## src/rtl/isort_pkg.sv

```systemverilog
package isort_pkg;

    localparam int ITEM_W          = 32;
    localparam int STORE_DEPTH_DEF = 32;

    // controller to datapath
    typedef struct packed {
        logic insert;   // insert the accepted value, or mark overflow when full
        logic drain;    // move cell 0 to the output register and shift the row down
        logic restart;  // clear the overflow mark for the next set
    } t_dp_cmd;

    // datapath to controller
    typedef struct packed {
        logic empty;
    } t_dp_sts;

endpackage

```

## src/rtl/insertion_sort_engine.sv

```systemverilog
// Insertion sorter for sets of signed 32-bit values. Each input transaction
// carries one value on tdata, with tlast on the last value of a set. A row of
// STORE_DEPTH compare-and-shift cells places every value after all held
// values less than or equal to it, so equal values keep arrival order; the
// input takes a new value while a set is loading. After the tlast
// transaction the input stalls while the set drains from the bottom cell,
// one result per cycle while the output is not stalled, with tlast on the
// largest value. Values beyond STORE_DEPTH are dropped and every result of
// that set then carries tuser[0] high.
module insertion_sort_engine #(
    parameter int STORE_DEPTH = isort_pkg::STORE_DEPTH_DEF
) (
    input  logic        i_clk,
    input  logic        i_rst_n,
    input  logic        i_s_tvalid,
    output logic        o_s_tready,
    input  logic [31:0] i_s_tdata,   // [31:0] item_value
    input  logic        i_s_tlast,   // set_end
    output logic        o_m_tvalid,
    input  logic        i_m_tready,
    output logic [31:0] o_m_tdata,   // [31:0] sorted_value
    output logic        o_m_tlast,   // final_out
    output logic [0:0]  o_m_tuser    // [0] dropped_flag
);
    import isort_pkg::*;

    t_dp_cmd                  w_cmd;
    t_dp_sts                  w_sts;
    logic signed [ITEM_W-1:0] w_out_value;
    logic                     w_out_drop;

    isort_ctrl u_ctrl (
        .i_clk      (i_clk),
        .i_rst_n    (i_rst_n),
        .i_s_tvalid (i_s_tvalid),
        .i_s_tlast  (i_s_tlast),
        .o_s_tready (o_s_tready),
        .o_m_tvalid (o_m_tvalid),
        .i_m_tready (i_m_tready),
        .i_sts      (w_sts),
        .o_cmd      (w_cmd)
    );

    isort_datapath #(
        .STORE_DEPTH (STORE_DEPTH)
    ) u_datapath (
        .i_clk   (i_clk),
        .i_rst_n (i_rst_n),
        .i_cmd   (w_cmd),
        .i_value (signed'(i_s_tdata)),
        .o_sts   (w_sts),
        .o_value (w_out_value),
        .o_last  (o_m_tlast),
        .o_drop  (w_out_drop)
    );

    assign o_m_tdata    = unsigned'(w_out_value);
    assign o_m_tuser[0] = w_out_drop;

endmodule

```

## src/rtl/isort_datapath.sv

```systemverilog
module isort_datapath #(
    parameter int STORE_DEPTH = 32
) (
    input  logic                                i_clk,
    input  logic                                i_rst_n,
    input  isort_pkg::t_dp_cmd                  i_cmd,
    input  logic signed [isort_pkg::ITEM_W-1:0] i_value,
    output isort_pkg::t_dp_sts                  o_sts,
    output logic signed [isort_pkg::ITEM_W-1:0] o_value,
    output logic                                o_last,
    output logic                                o_drop
);
    import isort_pkg::*;

    localparam int CNT_W = $clog2(STORE_DEPTH + 1);

    logic signed [ITEM_W-1:0] r_cell [STORE_DEPTH];
    logic signed [ITEM_W-1:0] n_cell [STORE_DEPTH];
    logic        [CNT_W-1:0]  r_count;
    logic                     r_ovf;
    logic signed [ITEM_W-1:0] r_out_value;
    logic                     r_out_last;
    logic                     r_out_drop;
    logic [STORE_DEPTH-1:0]   w_gt;
    logic                     w_full;

    assign w_full = (r_count == CNT_W'(STORE_DEPTH));

    // Each held cell compares its value against the incoming one; the flags run
    // false then true along the held cells, and cells past the count read false.
    always_comb begin
        for (int i = 0; i < STORE_DEPTH; i++) begin
            w_gt[i] = (CNT_W'(i) < r_count) && (r_cell[i] > i_value);
        end
    end

    always_comb begin
        for (int i = 0; i < STORE_DEPTH; i++) begin
            n_cell[i] = r_cell[i];
            if (i_cmd.drain) begin
                if (i < STORE_DEPTH - 1) begin
                    n_cell[i] = r_cell[(i + 1) % STORE_DEPTH];
                end
            end else if (i_cmd.insert && !w_full && CNT_W'(i) <= r_count) begin
                if (i > 0 && w_gt[(i + STORE_DEPTH - 1) % STORE_DEPTH]) begin
                    n_cell[i] = r_cell[(i + STORE_DEPTH - 1) % STORE_DEPTH];
                end else if (w_gt[i] || CNT_W'(i) == r_count) begin
                    n_cell[i] = i_value;
                end
            end
        end
    end

    always_ff @(posedge i_clk) begin
        r_cell <= n_cell;
        if (i_cmd.drain) begin
            r_out_value <= r_cell[0];
            r_out_last  <= (r_count == CNT_W'(1));
            r_out_drop  <= r_ovf;
        end
    end

    always_ff @(posedge i_clk) begin
        if (!i_rst_n) begin
            r_count <= '0;
            r_ovf   <= 1'b0;
        end else begin
            if (i_cmd.insert) begin
                if (w_full) begin
                    r_ovf <= 1'b1;
                end else begin
                    r_count <= r_count + CNT_W'(1);
                end
            end else if (i_cmd.drain) begin
                r_count <= r_count - CNT_W'(1);
            end
            if (i_cmd.restart) begin
                r_ovf <= 1'b0;
            end
        end
    end

    assign o_sts.empty = (r_count == '0);
    assign o_value     = r_out_value;
    assign o_last      = r_out_last;
    assign o_drop      = r_out_drop;

endmodule

```

## src/rtl/isort_ctrl.sv

```systemverilog
module isort_ctrl (
    input  logic               i_clk,
    input  logic               i_rst_n,
    input  logic               i_s_tvalid,
    input  logic               i_s_tlast,
    output logic               o_s_tready,
    output logic               o_m_tvalid,
    input  logic               i_m_tready,
    input  isort_pkg::t_dp_sts i_sts,
    output isort_pkg::t_dp_cmd o_cmd
);
    import isort_pkg::*;

    typedef enum logic {
        ST_FILL,
        ST_DRAIN
    } t_state;

    t_state r_state, n_state;
    logic   r_out_valid, n_out_valid;
    logic   w_out_free;
    logic   w_in_acc;

    assign w_out_free = !r_out_valid || i_m_tready;
    assign w_in_acc   = i_s_tvalid && (r_state == ST_FILL);

    always_comb begin
        n_state     = r_state;
        n_out_valid = r_out_valid && !i_m_tready;
        o_cmd       = '0;
        unique case (r_state)
            ST_FILL: begin
                if (w_in_acc) begin
                    o_cmd.insert = 1'b1;
                    if (i_s_tlast) begin
                        n_state = ST_DRAIN;
                    end
                end
            end
            ST_DRAIN: begin
                if (i_sts.empty) begin
                    o_cmd.restart = 1'b1;
                    n_state       = ST_FILL;
                end else if (w_out_free) begin
                    o_cmd.drain = 1'b1;
                    n_out_valid = 1'b1;
                end
            end
            default: begin
                n_state = ST_FILL;
            end
        endcase
    end

    always_ff @(posedge i_clk) begin
        if (!i_rst_n) begin
            r_state     <= ST_FILL;
            r_out_valid <= 1'b0;
        end else begin
            r_state     <= n_state;
            r_out_valid <= n_out_valid;
        end
    end

    assign o_s_tready = (r_state == ST_FILL);
    assign o_m_tvalid = r_out_valid;

endmodule

```

## config.mk

```make
export PLATFORM = sky130hd
export DESIGN_NAME = insertion_sort_engine
export DESIGN_NICKNAME = d
export VERILOG_FILES = /design/src/rtl/isort_pkg.sv /design/src/rtl/insertion_sort_engine.sv /design/src/rtl/isort_datapath.sv /design/src/rtl/isort_ctrl.sv
export SDC_FILE = /design/constraint.sdc
export NUM_CORES = 2
export LEC_CHECK = 0
export BUFFER_PORTS_ARGS = -buffer_cell sky130_fd_sc_hd__buf_2
export CORE_MARGIN = 5
export CORE_UTILIZATION = 50
export DETAILED_ROUTE_END_ITERATION = 16
export GPL_TIMING_DRIVEN = 0
export PLACE_DENSITY = 0.68
export SETUP_SLACK_MARGIN = 0.02
export SLEW_MARGIN = 20
export SYNTH_ARGS = -nofsm -noshare
export SYNTH_HDL_FRONTEND = slang
export SYNTH_SLANG_ARGS = --single-unit
```

## constraint.sdc

```tcl
create_clock -name i_clk -period 10.09 [get_ports i_clk]
set_input_delay 0.5045 -clock i_clk [delete_from_list [all_inputs] [get_ports i_clk]]
set_output_delay 0.5045 -clock i_clk [all_outputs]
set_load 0.02 [all_outputs]
```

==> results.sh <==
export IMPL_status="complete, no violations"
export IMPL_design_power_total_mw=22.4
export IMPL_antenna_left=0
export IMPL_grt_pass1_vias=65800
export IMPL_synth_top_area_frac=0.417
export IMPL_cts_sinks=1067
export IMPL_p_int_mw=12.8
export IMPL_p_leak_nw=34.3
export IMPL_grt_busiest_layer="met2"
export IMPL_cts_tree="built"
export IMPL_path_cells="clkbuf_1 -> inv_1 -> ha_1 -> nand2b_1 -> nor2_1 -> nand2_1 -> nand3_1 -> inv_2 -> buf_2 -> buf_2 -> clkbuf_1 -> clkbuf_1 -> nand2_1 -> o21ai_0"
export IMPL_start_kind="flip-flop"
export IMPL_synth_top_family_by_area="adder cells"
export IMPL_drive_gt1_frac=0.0924
export IMPL_place_area_um2=81900
export IMPL_grt_use_met1=0.609
export IMPL_path_buf_inv=7
export IMPL_drcViolationCount=0
export IMPL_reg2reg_depth=14
export IMPL_finalCritPeriodShare=0.709
export IMPL_num_rows=143
export IMPL_synth_area_mux_share=0.117
export IMPL_p_sw_mw=9.63
export IMPL_fin_area_um2=86400
export IMPL_setup_worst_path_start="u_datapath.r_count[0]"
export IMPL_ios=73
export IMPL_n_fill_cell=13300
export IMPL_synth_compound_area_share=0.157
export IMPL_utilization=0.569
export IMPL_worstPathRequired_ns=10.61
export IMPL_clock_path_buffers=3
export IMPL_fp_dieArea_um2=160000
export IMPL_combPwrFrac=0.405
export IMPL_tightest_slew_ns=1.35
export IMPL_drv_slew=0
export IMPL_dominantRegCellSynth="edfxtp_1"
export IMPL_crit_path_end="u_datapath.r_cell[826]"
export IMPL_use_met2=0.632
export IMPL_ir_drop_v=0.000177
export IMPL_ctsRootBufferMaster="clkbuf_16"
export IMPL_grt_antenna_before_repair=65
export IMPL_setup_viol=0
export IMPL_viasPerCell=7.17
export IMPL_vias=71200
export IMPL_yosysSeqAreaShare=0.419
export IMPL_hold_viol=0
export IMPL_yosysWarnings=0
export IMPL_detail_route_wl_per_cell_um=39.4
export IMPL_grt_usage=0.467
export IMPL_max_freq_mhz=140
export IMPL_min_period_ns=7.16
export IMPL_fin_nets=8797
export IMPL_rsz0062_at_grt="no"
export IMPL_cap_violations=0
export IMPL_arrival_ns=7.68
export IMPL_overflow=0
export IMPL_swShare=0.429
export IMPL_clk_pin_slew_ns=0.06
export IMPL_hold_path_class="in2reg"
export IMPL_grt_use_met3=0.208
export IMPL_synth_seq_cells=1067
export IMPL_io_buffers=72
export IMPL_r2r_start="u_datapath.r_count[0]"
export IMPL_dr_pass1_iters=7
export IMPL_synthCells=7399
export IMPL_synth_edff_count=1058
export IMPL_gp_congestion=1.07
export IMPL_grt_pass1_wl_um=523000
export IMPL_skew_ns=0.0390
export IMPL_pwr_share_seq=0.375
export IMPL_r2r_end="u_datapath.r_cell[826]"
export IMPL_start_util=0.503
export IMPL_die_h_um=401
export IMPL_syn_nets=8464
export IMPL_dp_hpwl_um=299000
export IMPL_clock_power_share=0.220
export IMPL_synth_avg_cell_area_um2=10.3
export IMPL_syn2layout_area_growth_pct=13.3
export IMPL_drtIter0Drc=11500
export IMPL_critPathTopFamily="buffers and inverters"
export IMPL_slowest_stage="clkbuf_1"
export IMPL_power_density_nw_per_um2=260
export IMPL_synthTopCellsByArea="edfxtp_1, ha_1, mux2i_1, o21ai_0, nand2_1"
export IMPL_die_w_um=401
export IMPL_coreArea_um2=152000
export IMPL_totalWireLength_um=391000
export IMPL_synthAdderAreaFrac=0.169
export IMPL_worst_path_stages=14
export IMPL_synth_async_reset_ratio=0
export IMPL_ys_types=84
export IMPL_synth_area_um2=76300
export IMPL_crit_path_end_kind="flip-flop"
export IMPL_cts_buffers=133
export IMPL_relSlewSlack=0.0731
export IMPL_grt_max_degree=33
export IMPL_synth_xor_area_frac=0.00184
export IMPL_yosys_area_top_type="edfxtp_1"
export IMPL_slowest_delay_ns=0.99
export IMPL_path_max_fanout=16
export IMPL_post_cts_buffers=0
export IMPL_r2r_slack_ns=2.93
export IMPL_insertion_delay_ns=0.82
export IMPL_synthSimpleGateAreaFrac=0.103
export IMPL_holdWs_ns=0.104
export IMPL_htree_levels=4
export IMPL_critPathKind="reg2reg"
export IMPL_crit_top_cell="clkbuf_1"
## per-stage QoR
stage,TNS (ns),cells,setup slack [ns]
floorplan,0,7399,2.71
global placement,-324.91,9501,-2.54
detailed placement,0,9625,3.64
global route,0,9868,3.18
CTS,0,9864,3.60
finish,0,9917,2.93
## cell usage after synthesis (37+ instances only)
cell and instances:
a21o_1 278, a21oi_1 432, a31oi_1 51, buf_2 77, clkbuf_1 306, edfxtp_1 1058, ha_1 1028, inv_1 102
mux2i_1 851, nand2_1 1155, nand3_1 44, nand4_1 212, nor2_1 135, nor2b_1 42, nor3_1 37, o211ai_1 39
o21ai_0 951, o21ai_1 109
## power by group through the flow
stage	logic [mW]	registers, mW	clock network, mW
5_1_grt	9.59	8.35	5.09
3_5_place_dp	8.63	8.33	0
3_3_place_gp	7.91	8.49	0
2_1_floorplan	5.57	7.51	0
4_1_cts	8.68	8.25	4.91
6_report	9.08	8.42	4.94
## what timing repair did
item                      in CTS  in global routing
resized for setup              0                  0
hold endpoints to repair       2                  0
hold buffers                   2                  0
## logic make-up after synthesis
logic type | after synthesis
compound gates | 2071
xor+xnor | 16
fa+ha+maj | 1028
buf+inv | 563
flops | 1067
mux | 885
simple gates | 1769
## layout make-up
class / count / area [µm²] / area share
buffer: 460 / 2180 / 0.0253
antenna: 53 / 133 / 0.00154
clock buffer: 154 / 3490 / 0.0404
timing repair buffer: 198 / 2600 / 0.0301
multi-input combinational: 5769 / 42200 / 0.488
sequential: 1067 / 32000 / 0.370
tap: 2030 / 2540 / 0.0294
clock inverter: 83 / 833 / 0.00965
inverter: 103 / 464 / 0.00537
## worst min-delay path by stage
| stage | cells after the start | to | slack [ns] | start |
|---|---|---|---|---|
| after floorplan | 0 | u_datapath.o_drop | 0.41 | u_datapath.r_ovf |
| after global placement | 0 | u_datapath.o_value[19] | 0.48 | u_datapath.r_cell[1011] |
| after detailed placement | 0 | u_datapath.o_value[20] | 0.49 | u_datapath.r_cell[1012] |
| after CTS | 2 | u_ctrl.o_m_tvalid | 0.07 | i_rst_n |
| after global routing | 2 | u_ctrl.r_state | 0.11 | i_rst_n |
| final | 2 | u_ctrl.o_m_tvalid | 0.10 | i_rst_n |
## layer usage
layer / up-vias / wire, µm
li1: 28900 / -
met2: 6253 / 153000
met4: 40 / 28300
met5: - / 724
met3: 1330 / 61100
met1: 34700 / 148000
## flip-flops by register name, summed over array words and instances (netlist names)
register and cells:
u_ctrl.o_m_tvalid 1, u_datapath.r_cell 1024, u_datapath.r_ovf 1, u_ctrl.r_state 1, u_datapath.o_value 32, u_datapath.o_drop 1
u_datapath.o_last 1, u_datapath.r_count 6
## cells in the final DEF (no fill, tap or decap), types with 42 or more instances in the layout
cell type  synthesis  routed
clkbuf_2           0      43
nor2b_1           42      42
nand4_1          212     212
nand2_1         1155    1153
a21oi_1          432     432
buf_12             0      43
edfxtp_1        1058    1058
buf_4             23      53
inv_1            102      71
o21ai_1          109     110
diode_2            0      53
mux2i_1          851     836
buf_2             77     148
clkbuf_1         306     280
a31oi_1           51      49
nor2_1           135     135
a21o_1           278     278
o21ai_0          951     945
ha_1            1028    1028
clkbuf_16          0     137
(Power assumes the default switching activity.)
